--- config.mk ---
export PLATFORM = sky130hd
export DESIGN_NAME = dbe_queue
export DESIGN_NICKNAME = d
export VERILOG_FILES = /design/src/hw/rtl/dbe_pkg.sv /design/src/hw/rtl/dbe_queue.sv
export SDC_FILE = /design/constraint.sdc
export NUM_CORES = 1
export LEC_CHECK = 0
export ABC_AREA = 0
export BUFFER_PORTS_ARGS = -buffer_cell sky130_fd_sc_hd__buf_4
export CORE_AREA = 2 2 146 148
export CTS_BUF_LIST = sky130_fd_sc_hd__clkbuf_8 sky130_fd_sc_hd__clkbuf_16
export DETAILED_ROUTE_END_ITERATION = 7
export DIE_AREA = 0 0 148 150
export MAX_ROUTING_LAYER = met4
export PLACE_DENSITY = 0.78
export SKIP_LAST_GASP = 1
export SYNTH_ARGS = -nofsm -noshare
export SYNTH_HDL_FRONTEND = slang
export SYNTH_SLANG_ARGS = --single-unit
--- constraint.sdc ---
create_clock -name clock -period 3.3 [get_ports clock]
set_input_delay 0.165 -clock clock [delete_from_list [all_inputs] [get_ports clock]]
set_output_delay 0.165 -clock clock [all_outputs]
set_load 0.005 [all_outputs]
--- src/hw/rtl/dbe_pkg.sv ---
// Shared constants, types and helper functions for the Bareiss determinant block.
package dbe_pkg;

   // Matrix store geometry.
   localparam int MAX_DIM = 8;
   localparam int DIM_W = $clog2(MAX_DIM);
   localparam int ADDR_W = 2 * DIM_W;
   localparam int CNT_W = DIM_W + 1;
   localparam int DEPTH = MAX_DIM * MAX_DIM;

   // Fixed field widths.
   localparam int DATA_W = 64;
   localparam int INDEX_W = 3;
   localparam int SIZE_W = 4;
   localparam int SZ_CMP_W = (CNT_W > SIZE_W) ? CNT_W : SIZE_W;

   // Request queue between front and back.
   localparam int QUEUE_DEPTH = 4;
   localparam int QPTR_W = $clog2(QUEUE_DEPTH);

   typedef enum logic {
      KIND_WRITE,
      KIND_START
   } kind_type;

   typedef struct packed {
      kind_type              kind;
      logic [CNT_W-1:0]      row;
      logic [CNT_W-1:0]      col;
      logic [DATA_W-1:0]     value;
      logic [CNT_W-1:0]      size;
   } item_type;

   // Absolute value of a two's complement word, as an unsigned word.
   function automatic logic [DATA_W-1:0] magnitude(input logic [DATA_W-1:0] x);
      magnitude = x[DATA_W-1] ? (~x + DATA_W'(1)) : x;
   endfunction

   // Store address of an entry.
   function automatic logic [ADDR_W-1:0] entry_addr(input logic [CNT_W-1:0] r,
                                                     input logic [CNT_W-1:0] c);
      entry_addr = {r[DIM_W-1:0], c[DIM_W-1:0]};
   endfunction

endpackage

--- src/hw/rtl/dbe_queue.sv ---
// Short request queue between the front end and the elimination engine.
module dbe_queue import dbe_pkg::*; (
   input  logic     clock,
   input  logic     reset,
   input  logic     push,
   input  item_type push_item,
   output logic     full,
   input  logic     pop,
   output logic     not_empty,
   output item_type head
);

   item_type          slot_ff [QUEUE_DEPTH];
   logic [QPTR_W-1:0] wptr_ff;
   logic [QPTR_W-1:0] rptr_ff;
   logic [QPTR_W:0]   count_ff;

   assign full = (count_ff == (QPTR_W+1)'(QUEUE_DEPTH));
   assign not_empty = (count_ff != '0);
   assign head = slot_ff[rptr_ff];

   // Pointers and fill count.
   always_ff @(posedge clock) begin
      if (reset) begin
         wptr_ff <= '0;
         rptr_ff <= '0;
         count_ff <= '0;
      end else begin
         if (push) begin
            wptr_ff <= wptr_ff + QPTR_W'(1);
         end
         if (pop) begin
            rptr_ff <= rptr_ff + QPTR_W'(1);
         end
         if (push && !pop) begin
            count_ff <= count_ff + (QPTR_W+1)'(1);
         end else if (pop && !push) begin
            count_ff <= count_ff - (QPTR_W+1)'(1);
         end
      end
   end

   // Payload slots.
   always_ff @(posedge clock) begin
      if (push) begin
         slot_ff[wptr_ff] <= push_item;
      end
   end

   a_no_overflow: assert property (@(posedge clock) disable iff (reset)
      full |-> !push || pop)
      else $error("queue pushed while full");

   a_no_underflow: assert property (@(posedge clock) disable iff (reset)
      pop |-> not_empty)
      else $error("queue popped while empty");

   a_count_bound: assert property (@(posedge clock) disable iff (reset)
      count_ff <= (QPTR_W+1)'(QUEUE_DEPTH))
      else $error("queue count out of range");

endmodule

==> run_results.csv <==
group,metric,value,unit
outcome,outcome,"completed",
logic_synthesis,synthDominantCellAreaShare,0.799,
finish,layout_commonest_cell,"edfxtp_1",
timing,setup_tns,0,ns
placement,dpl.hpwl,12500,microns
logic_synthesis,ys_seq_elements,317,
clocking,cts-root-buf,"clkbuf_16",
critical_path,worstSetupStartpointType,"flip-flop",
critical_path,cp_max_fo,26,
placement,dp_cells,872,
timing,hold_viol_final,0,
global_route,antenna_found_initial,0,
placement,gp_congestion,0.700,
logic_synthesis,synth_top_area_cell,"edfxtp_1",
critical_path,crit_path_end_kind,"primary output",
drt,dr.pass1.iters,4,
timing,max_freq,393,MHz
drt,wl_per_cell,22.2,microns
clocking,htree_levels,1,
finish,antennaDiodeCount,0,
floorplanning,fp.dieH,150,microns
timing,hold_slack,0.355,ns
logic_synthesis,syn_area_per_cell,25.9,sq um
floorplanning,rows,53,
min_path,hp-class,"primary input to flip-flop",
logic_synthesis,synthTopCellsByArea,"edfxtp_1 (80%), mux4_2 (15%), dfxtp_1 (1.6%)",
power,p_leak,0.00509,uW
logic_synthesis,synth_cells,447,
global_route,gr-usage-all-layers,0.211,
critical_path,cp.required,3.13,ns
timing,fin_crit_sh,0.771,
min_path,min_from,"push_item[11]",
timing,min_period,2.55,ns
floorplanning,io_pins,160,
timing,clock_skew,0.0141,ns
run,drv_cap,0,
global_route,gr-total-overflow,0,
global_route,grt_pass1_wl,34100,microns
drt,route.detailed.drc,0,
logic_synthesis,synth_warnings,0,
global_route,grt_pass1_vias,6199,
clocking,cts_resized,0,
timing,relSlewSlack,0.481,
finish,final_cell_mix,"edfxtp_1 (308), buf_4 (165), dlygate4sd3_1 (81), mux4_2 (77), clkbuf_16 (31)",
logic_synthesis,syn-num-nets,534,
critical_path,crit_arrival,2.38,ns
drt,drt_iter0_drc,307,
floorplanning,start_util,0.559,
clocking,clkSlewWorstSetupHoldPaths,0.06,ns
critical_path,crit_type,"flip-flop to primary output",
drt,via_per_inst,5.56,
global_route,grt_max_degree,50,
drt,wl,22500,microns
power,power.density,592,mW/mm^2
drt,antenna_left,0,
floorplanning,core_area,0.0207,sq mm
floorplanning,die_w,148,microns
finish,stdcell_count,1011,
finish,drive_gt1_frac,0.398,
logic_synthesis,synth_cell_types,21,
critical_path,worstReg2RegStart,"wptr_ff[0]$_SDFFE_PP0P_",
clocking,cts_buffers,31,
timing,drv_slew,0,
drt,vias,5619,
clocking,clock-sinks,317,
clocking,tritoncts,"yes",
floorplanning,die_area,0.0222,sq mm
finish,syn_to_final_growth,27.9,%
finish,final_nets,798,
power,vdd_drop_max,0.513,mV
timing,rsz0062_at_grt,"no",
timing,finalSetupViolCount,0,
placement,portBuffers,159,
clocking,clockBufferDepth,3,
logic_synthesis,synth_seq_area_share,0.815,
timing,tightest_slew,0.779,ns
finish,final_util,0.715,
clocking,clk-insertion-delay-late,0.55,ns
logic_synthesis,syn_area,0.0116,sq mm
[flip-flops by register name, summed over array words and instances, names as in the netlist, named ones only]
| signal | flops |
|---|---|
| count_ff | 3 |
| wptr_ff | 2 |
| slot_ff | 308 |
| rptr_ff | 2 |
[Yosys cell counts]
cell type	number
edfxtp_1	308
mux4_2	77
dfxtp_1	9
nor2_1	7
buf_2	5
clkbuf_1	5
ha_1	5
and2_1	4
buf_12	4
buf_4	4
inv_1	4
xor2_1	3
mux2i_1	2
or3_1	2
xnor2_1	2
a21oi_1	1
buf_6	1
fa_1	1
nand2_1	1
nor3b_1	1
o21ai_0	1
[where the power goes]
group / switching, uW / internal [uW]
Clock: 1400 / 1700
Sequential: 93.7 / 4620
Combinational: 396 / 553
Total: 1890 / 6870
[layout make-up]
class	instances	area [sq um]
clock inverters	27	123
well taps	275	344
fillers	1195	5890
clock buffers	31	776
flip-flops and latches	317	9440
repair buffers	250	2130
multi-input cells	107	1980
inverters	4	15.0
[logic make-up (layout without fill, tap and decap cells)]
family,count (synthesis),count (layout),synth area share
buf+inv,23,312,0.0156
xor+xnor,5,5,0.00378
compound gates,2,2,0.000864
simple gates,15,15,0.00649
fa+ha+maj,6,6,0.00713
mux,79,79,0.152
flops,317,317,0.815
[path summary, 6_finish.rpt]
check                                  end  slack [ns]  cells after the start
setup reg to reg  slot_ff[0][53]$_DFFE_PP_        1.35                      4
setup / recovery                   head[2]        0.75                      3
hold / removal    slot_ff[2][11]$_DFFE_PP_        0.36                      2
hold reg to reg   count_ff[2]$_SDFFE_PP0P_        0.53                      2
[what timing repair did]
action,4_1_cts,5_1_grt
hold buffers,81,0
buffers inserted,0,0
endpoints found under the hold margin,317,0
[per-layer routing]
layer / track usage / vias up / routed length [microns]
li1: - / 2431 / -
met1: 0.269 / 2917 / 8890
met2: 0.352 / 233 / 11600
met3: 0.0491 / 38 / 1570
met4: 0.0495 / 0 / 452
met5: - / - / 0
[metrics by stage]
step,total power (uW),setup slack (ns),instance area [sq um]
floorplan,5220,0.518,11600
global placement,5630,1.30,13100
detailed placement,5670,1.28,13100
CTS,8830,0.678,14800
global route,9060,0.587,14800
finish,8770,0.755,14800
[critical path, cell delays in order (launching register included)]
cell     delay [ns]
dfxtp_4        0.71
buf_4          0.38
mux4_2         0.57
buf_4          0.16
Note: power is estimated with default switching activity, not from simulation.
