### config.mk
export PLATFORM = sky130hd
export DESIGN_NAME = dbe_front
export DESIGN_NICKNAME = d
export VERILOG_FILES = /design/src/hw/rtl/dbe_pkg.sv /design/src/hw/rtl/dbe_front.sv
export SDC_FILE = /design/constraint.sdc
export NUM_CORES = 1
export LEC_CHECK = 0
export ABC_AREA = 1
export ABC_CLOCK_PERIOD_IN_PS = 800
export BUFFER_PORTS_ARGS = -buffer_cell sky130_fd_sc_hd__buf_2
export CAP_MARGIN = 20
export CELL_PAD_IN_SITES_DETAIL_PLACEMENT = 2
export CELL_PAD_IN_SITES_GLOBAL_PLACEMENT = 2
export CORE_MARGIN = 2
export CORE_UTILIZATION = 10
export CTS_CLUSTER_SIZE = 28
export DETAILED_ROUTE_END_ITERATION = 16
export PLACE_DENSITY = 0.95
export SLEW_MARGIN = 40
export SYNTH_ARGS = -nofsm -noshare
export SYNTH_HDL_FRONTEND = slang
export SYNTH_SLANG_ARGS = --single-unit
export TNS_END_PERCENT = 30
### constraint.sdc
create_clock -name clock -period 0.8 [get_ports clock]
set_input_delay 0.04 -clock clock [delete_from_list [all_inputs] [get_ports clock]]
set_output_delay 0.04 -clock clock [all_outputs]
set_load 0.01 [all_outputs]
### src/hw/rtl/dbe_pkg.sv
// Shared constants, types and helper functions for the Bareiss determinant block.
package dbe_pkg;

   // Matrix store geometry.
   localparam int MAX_DIM = 8;
   localparam int DIM_W = $clog2(MAX_DIM);
   localparam int ADDR_W = 2 * DIM_W;
   localparam int CNT_W = DIM_W + 1;
   localparam int DEPTH = MAX_DIM * MAX_DIM;

   // Fixed field widths.
   localparam int DATA_W = 64;
   localparam int INDEX_W = 3;
   localparam int SIZE_W = 4;
   localparam int SZ_CMP_W = (CNT_W > SIZE_W) ? CNT_W : SIZE_W;

   // Request queue between front and back.
   localparam int QUEUE_DEPTH = 4;
   localparam int QPTR_W = $clog2(QUEUE_DEPTH);

   typedef enum logic {
      KIND_WRITE,
      KIND_START
   } kind_type;

   typedef struct packed {
      kind_type              kind;
      logic [CNT_W-1:0]      row;
      logic [CNT_W-1:0]      col;
      logic [DATA_W-1:0]     value;
      logic [CNT_W-1:0]      size;
   } item_type;

   // Absolute value of a two's complement word, as an unsigned word.
   function automatic logic [DATA_W-1:0] magnitude(input logic [DATA_W-1:0] x);
      magnitude = x[DATA_W-1] ? (~x + DATA_W'(1)) : x;
   endfunction

   // Store address of an entry.
   function automatic logic [ADDR_W-1:0] entry_addr(input logic [CNT_W-1:0] r,
                                                     input logic [CNT_W-1:0] c);
      entry_addr = {r[DIM_W-1:0], c[DIM_W-1:0]};
   endfunction

endpackage

### src/hw/rtl/dbe_front.sv
// Front end: holds the size register and classifies requests into queue items.
module dbe_front import dbe_pkg::*; (
   input  logic                clock,
   input  logic                reset,
   input  logic                req_valid,
   output logic                req_stall,
   input  logic                req_cmd,
   input  logic [INDEX_W-1:0]  req_row,
   input  logic [INDEX_W-1:0]  req_col,
   input  logic [DATA_W-1:0]   req_value,
   input  logic                csr_we,
   input  logic [SIZE_W-1:0]   csr_wdata,
   input  logic                queue_full,
   output logic                push,
   output item_type            push_item
);

   logic [SIZE_W-1:0] size_ff;
   logic              accept;
   logic              in_range;

   // Size register, reset to the full store.
   always_ff @(posedge clock) begin
      if (reset) begin
         size_ff <= SIZE_W'(MAX_DIM);
      end else if (csr_we) begin
         size_ff <= csr_wdata;
      end
   end

   assign req_stall = queue_full;
   assign accept = req_valid && !queue_full;

   // A write outside the store is dropped here; starts carry the clamped size.
   always_comb begin
      push_item.kind = req_cmd ? KIND_START : KIND_WRITE;
      push_item.row = CNT_W'(req_row);
      push_item.col = CNT_W'(req_col);
      push_item.value = req_value;
      if (SZ_CMP_W'(size_ff) > SZ_CMP_W'(MAX_DIM)) begin
         push_item.size = CNT_W'(MAX_DIM);
      end else begin
         push_item.size = CNT_W'(size_ff);
      end
      in_range = (push_item.row < CNT_W'(MAX_DIM)) && (push_item.col < CNT_W'(MAX_DIM));
      push = accept && (req_cmd || in_range);
   end

endmodule

==> metrics.log, run 1 <==
INFO  metric status = complete, but fails checks
INFO  metric violations = setup timing
INFO  metric finalSetupViolCount = 3
INFO  metric via_count = 333
INFO  metric detail_route.drc_violations = 0
INFO  metric final_antenna_net_count = 0
INFO  metric grt_max_degree = 6
INFO  metric critical_path_type = register to output port
INFO  metric yosys.area_share.simple = under 10%
INFO  metric cts.htree.levels = 1
INFO  metric critical_path.reg2reg.startpoint = size_ff[0]
INFO  metric holdCritPathClass = input pin to register
INFO  metric hold_ws = 0.0584 ns
INFO  metric core_rows = 31
INFO  metric cp-start-kind = register
INFO  metric area_growth_from_synthesis_to_layout = -42.0%
INFO  metric final-max-slew-violation-count = 0
INFO  metric path_clk_slew = 0.03 ns
INFO  metric final.setup.tns = -0.281 ns
INFO  metric synthesis.instances = 104
INFO  metric reg2regPathDepth = 2
INFO  metric yosys.area_share.adder = 0%
INFO  metric cp_data_arrival_time = 0.95 ns
INFO  metric timing.final.crit_share = 123%
INFO  metric tritoncts = done
INFO  metric totalPowerFinal = 744 uW
INFO  metric final.fill_count = 898
INFO  metric critical_path_depth = 4
INFO  metric total_leakage_power = roughly 0.18 nW
INFO  metric cts_inserted_buffers = 3
INFO  metric timing_hold_violations_final = 0
INFO  metric gp_congestion = ~0.6
INFO  metric timing.critical_path.buf_inv = 1
INFO  metric critical-path-slowest-cell = dfxtp_2
INFO  metric final-seq-area = ~85 um^2
INFO  metric max_flop_register = size_ff
INFO  metric timing.fmax = 1.01 GHz
INFO  metric post_synth_mux_area_share = 0%
INFO  metric detailedRoute.firstIterationViolations = 5
INFO  metric synth.cell_area = 739 um^2
INFO  metric synth_compound_gate_area_share = 2.71%
INFO  metric max_cap_violations = 0
INFO  metric overall_routing_resource_usage = 3.82%
INFO  metric hold_path_cells = 3
INFO  metric placement.cell_area = 378 um^2
INFO  metric ctsLongestPathBuffers = 2
INFO  metric irDropWorstVdd = ~270 uV
INFO  metric p_per_area = 1730 nW/um^2
INFO  metric stdcell_area = around 430 um^2
INFO  metric dominant_combinational_cell_family_by_area_after_synthesis = buffers and inverters
INFO  metric count_of_tritonroute_iterations_in_the_first_routing_pass = 2
INFO  metric met1_track_demand_over_resource = under 10%
INFO  metric critPathMaxFanout = 3
INFO  metric numClockSinks = 4
INFO  metric number_of_global_route_vias_before_repair = 381
INFO  metric post-route-util = roughly 5.9%
INFO  metric path_cells = nor2_2, nand2_1, a21oi_1, buf_2
INFO  metric rsz_0062_raised_after_global_routing = yes
INFO  metric core_area = slightly above 7000 um^2
INFO  metric yosys_warnings = 0
INFO  metric dieArea = 8100 um^2
INFO  metric critical_path.top_delay_family = flip-flops
INFO  metric globalRoute.totalOverflow = 0
INFO  metric post_drt_via_cell_ratio = approximately 2.3
INFO  metric final-instance-count-excl-fill = 147
INFO  metric synth_xor_xnor_area_share = 0%
INFO  metric i_o_pin_count = 159
INFO  metric cts.root.buffer_cell = clkbuf_8
INFO  metric first_pass_grt_wire_length = 2170 um
INFO  metric required = about 0.76 ns
INFO  metric dp_cells = 143
INFO  metric final_period_minus_worst_setup_slack = between 0.9 and 1 ns
INFO  metric multi_input_combinational_cell_area = 83.8 um^2
INFO  metric largest_register_ffs = 4
INFO  metric final_nets = 129
INFO  metric grt.met2_usage = 4.23%
INFO  metric global_route.usage.met3 = 4.11%
INFO  metric yosys.cell_types.count = 10
INFO  metric global_route.peak_usage_layer = met4
INFO  metric syn_area_per_cell = 7.11 um^2
INFO  metric initial_core_util = 10.2%
INFO  metric seq_area_frac_synth = 10.8%
INFO  metric worstReg2RegEnd = size_ff[0]
INFO  metric place.port_buffers = 14
INFO  metric cp-end-kind = output port
INFO  metric holdPathEnd = size_ff[3]
INFO  metric place_ws = 0.0236 ns
INFO  metric routed_wl = around 1400 um
INFO  metric drt-wirelength-per-cell = 9.59 um
INFO  metric clock_skew = 0 ns
INFO  metric ff2ff_setup_slack = 0.14 ns
INFO  metric reg.largest.list = size_ff: 4 flops
INFO  metric worst_slack = -0.186 ns
INFO  metric hpwlAfterDp = 1180 um
INFO  metric worstHoldStart = csr_wdata[3]
INFO  metric die-width = 90.0 um
INFO  metric yosys_register_bits = 4
INFO  metric max_stage_delay = 0.32 ns
INFO  metric antenna_found_initial = 2
INFO  metric clkLatencyLatePin = 0.21 ns
INFO  metric die-height = between 80 and 90 um
INFO  metric drive_above_1_share = 46.8%
[layer usage]
layer | routed length [um] | part of all wire (%)
met4 | 204 | 14
met2 | 506 | 36
met5 | 0 | 0
met3 | 327 | 23
met1 | 370 | 26
[layout by cell type (no fill, tap or decap)]
cell type and count:
buf_2 14, dfxtp_2 4, inv_1 6, nor2_1 9, nor2_2 1, o21ai_0 3, nand3_1 1, conb_1 2
a21oi_1 1, clkbuf_8 3, nand2_1 3, diode_2 1
[cells by family (layout without fill, tap and decap cells)]
family | Yosys count | in the layout
and+or+nand+nor | 14 | 14
buffers and inverters | 81 | 23
AOI/OAI and AO/OA | 4 | 4
other | 1 | 3
DFF | 4 | 4
[worst max path at each step]
stage	start	slack, ns	endpoint
after floorplan	size_ff[0]	0.12	push_item[1]
after global placement	size_ff[0]	0.07	push_item[1]
after detailed placement	size_ff[0]	0.02	push_item[1]
after CTS	size_ff[1]	-0.20	push_item[1]
after global routing	size_ff[1]	-0.28	push_item[1]
final	size_ff[1]	-0.19	push_item[1]
[synth_stat cells (all sizes together)]
library cell   n  area (um^2)
conb           1         3.75
inv            6         22.5
a21oi          1         5.00
nor2          10         37.5
nand3          1         5.00
o21ai          3         15.0
clkbuf         1         3.75
nand2          3         11.3
dfxtp          4         80.1
buf           74          556
[worst reg2reg max path: stages (launching register included)]
cell	delay [ns]
dfxtp_2	0.32
o21ai_0	0.16
nor2_1	0.06
[report_power, final]
part	leakage, nW	total (mW)	switching (mW)	internal, mW
Sequential	0.0339	0.231	0.0132	0.218
Clock	0.0216	0.422	0.101	0.321
Combinational	0.125	0.0914	0.0517	0.0397
[cell type report]
type                       instances  share of cell area, %
antenna                            1                  0.583
clock buffer                       3                   9.62
inverter                           6                   5.25
multi-input combinational         20                   19.5
sequential                         4                   19.8
tap                               99                   28.9
timing repair buffer              14                   16.3
[timing repair]
action / in CTS / in global routing
gates resized for setup: 4 / 1
hold buffers: 0 / 0
pin swaps: 1 / 0
buffers inserted: 0 / 0
endpoints found under the setup margin: 4 / 3
No activity file was read; power rests on OpenSTA's default activity.
==> run 2: changes to the inputs <==
- ABC_CLOCK_PERIOD_IN_PS: 800 -> 1100
- BUFFER_PORTS_ARGS: -buffer_cell sky130_fd_sc_hd__buf_2 -> -buffer_cell sky130_fd_sc_hd__clkbuf_2
- SKIP_LAST_GASP: not set -> 1
- clock period: 0.8 -> 1.1 ns (I/O delays scaled with it)
==> run 2 against run 1 <==
The run now ends clean. Sequential power fell by 28%. Sequential share of layout area fell by 0.89 points. Critical path depth did not move. Sequential cell count did not move. Final area fell by 1.5%. Clock-buffer cell count did not move. Wire length rose by 1.3%. Utilization fell by 0.087 points.
==> metrics.log, run 2 (synthesis results as in run 1) <==
INFO  metric place_ws = 0.293 ns
INFO  metric clkLatencyLatePin = 0.22 ns
INFO  metric cts.htree.levels = 1
INFO  metric detailedRoute.firstIterationViolations = 7
INFO  metric detail_route.drc_violations = 0
INFO  metric final_antenna_net_count = 0
INFO  metric finalSetupViolCount = 0
INFO  metric largest_register_ffs = 4
INFO  metric via_count = roughly 330
INFO  metric gp_congestion = 0.617
INFO  metric critical_path_type = register to output port
INFO  metric cp-start-kind = register
INFO  metric die-height = between 80 and 90 um
INFO  metric max_cap_violations = 0
INFO  metric p_per_area = roughly 1300 nW/um^2
INFO  metric final.setup.tns = 0 ns
INFO  metric timing.fmax = 1.01 GHz
INFO  metric critPathLaunch = size_ff[1]
INFO  metric drive_above_1_share = 38.3%
INFO  metric irDropWorstVdd = around 250 uV
INFO  metric dp_cells = 143
INFO  metric post_drt_via_cell_ratio = approximately 2.3
INFO  metric routed_wl = 1430 um
INFO  metric final_period_minus_worst_setup_slack = 0.994 ns
INFO  metric worstReg2RegEnd = size_ff[1]
INFO  metric clock_skew = 0 ns
INFO  metric die-width = 90.0 um
INFO  metric core_rows = 31
INFO  metric timing.critical_path.buf_inv = 1
INFO  metric antenna_found_initial = 0
INFO  metric critical_path.top_delay_family = flip-flops
INFO  metric path_cells = nor2_1, nand2_1, a21oi_2, buf_2
INFO  metric timing.final.crit_share = 90.4%
INFO  metric numClockSinks = 4
INFO  metric reg2regPathDepth = 2
INFO  metric antenna_cells = 0
INFO  metric crit_end = push_item[1]
INFO  metric hpwlAfterDp = 1170 um
INFO  metric max_stage_delay = between 0.3 and 0.4 ns
INFO  metric required = 1.04 ns
INFO  metric reg.largest.list = size_ff: 4 flops
INFO  metric most-common-layout-cells = clkbuf_2 (13), nor2_1 (10), inv_1 (6)
INFO  metric critical_path_depth = 4
INFO  metric i_o_pin_count = 159
INFO  metric place.port_buffers = 14
INFO  metric timing_hold_violations_final = 0
INFO  metric holdCritPathClass = input pin to register
INFO  metric cp_data_arrival_time = ~0.94 ns
INFO  metric globalRoute.totalOverflow = 0
INFO  metric critical_path.reg2reg.startpoint = size_ff[1]
INFO  metric final_nets = ~130
INFO  metric most_common_library_cell_in_the_layout_ignoring_fill_and_taps = clkbuf_2
INFO  metric overall_routing_resource_usage = 3.79%
INFO  metric drt-wirelength-per-cell = 9.78 um
INFO  metric dieArea = a little over 8000 um^2
INFO  metric cp-end-kind = output port
INFO  metric cts_inserted_buffers = 3
INFO  metric critical-path-slowest-cell = dfxtp_1
INFO  metric ctsLongestPathBuffers = 2
INFO  metric path_clk_slew = ~0.030 ns
INFO  metric cts.root.buffer_cell = clkbuf_8
INFO  metric total_leakage_power = ~0.18 nW
INFO  metric first_pass_grt_wire_length = around 2100 um
INFO  metric final-max-slew-violation-count = 0
INFO  metric rsz_0062_raised_after_global_routing = no
INFO  metric ff2ff_setup_slack = 0.44 ns
INFO  metric post-route-util = approximately 5.9%
INFO  metric initial_core_util = 10.2%
INFO  metric max_flop_register = size_ff
INFO  metric worst_slack = about 0.11 ns
INFO  metric count_of_tritonroute_iterations_in_the_first_routing_pass = 2
INFO  metric status = completed
INFO  metric critPathMaxFanout = 3
INFO  metric final-instance-count-excl-fill = 146
INFO  metric tritoncts = done
INFO  metric number_of_global_route_vias_before_repair = roughly 390
INFO  metric area_growth_from_synthesis_to_layout = -42.8%
INFO  metric grt_max_degree = 6
INFO  metric core_area = between 7000 and 8000 um^2
[run 2: power breakdown]
group | switching [mW] | internal [mW]
Sequential | 0.00902 | 0.157
Clock | 0.0742 | 0.233
Combinational | 0.0384 | 0.0285
Total | 0.122 | 0.418
[run 2: worst register-to-register path: stages, from the launching register on]
cell and delay [ns]:
dfxtp_1 0.31, o21ai_0 0.17, nor2_1 0.06
[run 2: final cells by class]
class | count | area, um^2
Multi-Input combinational cell | 20 | 85.1
Fill cell | 893 | 6790
Inverter | 6 | 22.5
Tap cell | 99 | 124
Sequential cell | 4 | 80.1
Timing Repair Buffer | 14 | 70.1
Clock buffer | 3 | 41.3
[run 2: worst min path at each step]
stage | cells after the start | to | slack [ns] | startpoint
floorplan | 1 | push | 0.16 | queue_full
finish | 3 | size_ff[3] | 0.06 | csr_wdata[3]
detailed placement | 0 | push_item[12] | 0.11 | req_value[8]
global route | 3 | size_ff[3] | 0.09 | csr_wdata[3]
global placement | 0 | push_item[12] | 0.11 | req_value[8]
CTS | 3 | size_ff[3] | 0.06 | csr_wdata[3]
[run 2: per-stage QoR]
step                      instance area [um^2]  hold WS [ns]  total power [mW]
final                                      423        0.0625             0.540
after global routing                       423        0.0913             0.579
after CTS                                  419        0.0646             0.548
after detailed placement                   378         0.110             0.234
after global placement                     378         0.110             0.230
after floorplan                            743         0.158             0.472
[run 2: per-layer routing]
| layer | global-route usage (%) | up-vias | share of wire (%) |
|---|---|---|---|
| met4 | 7.56 | 0 | 16 |
| met2 | 4.23 | 40 | 36 |
| met5 | 0 | - | 0 |
| li1 | - | 120 | - |
| met1 | 2.24 | 133 | 24 |
| met3 | 3.77 | 40 | 24 |
[run 2: what timing repair did]
action                     in CTS  in global routing
gates resized for setup         0                  2
hold buffers                    0                  0
setup endpoints to repair       0                  1
setup buffers                   0                  0
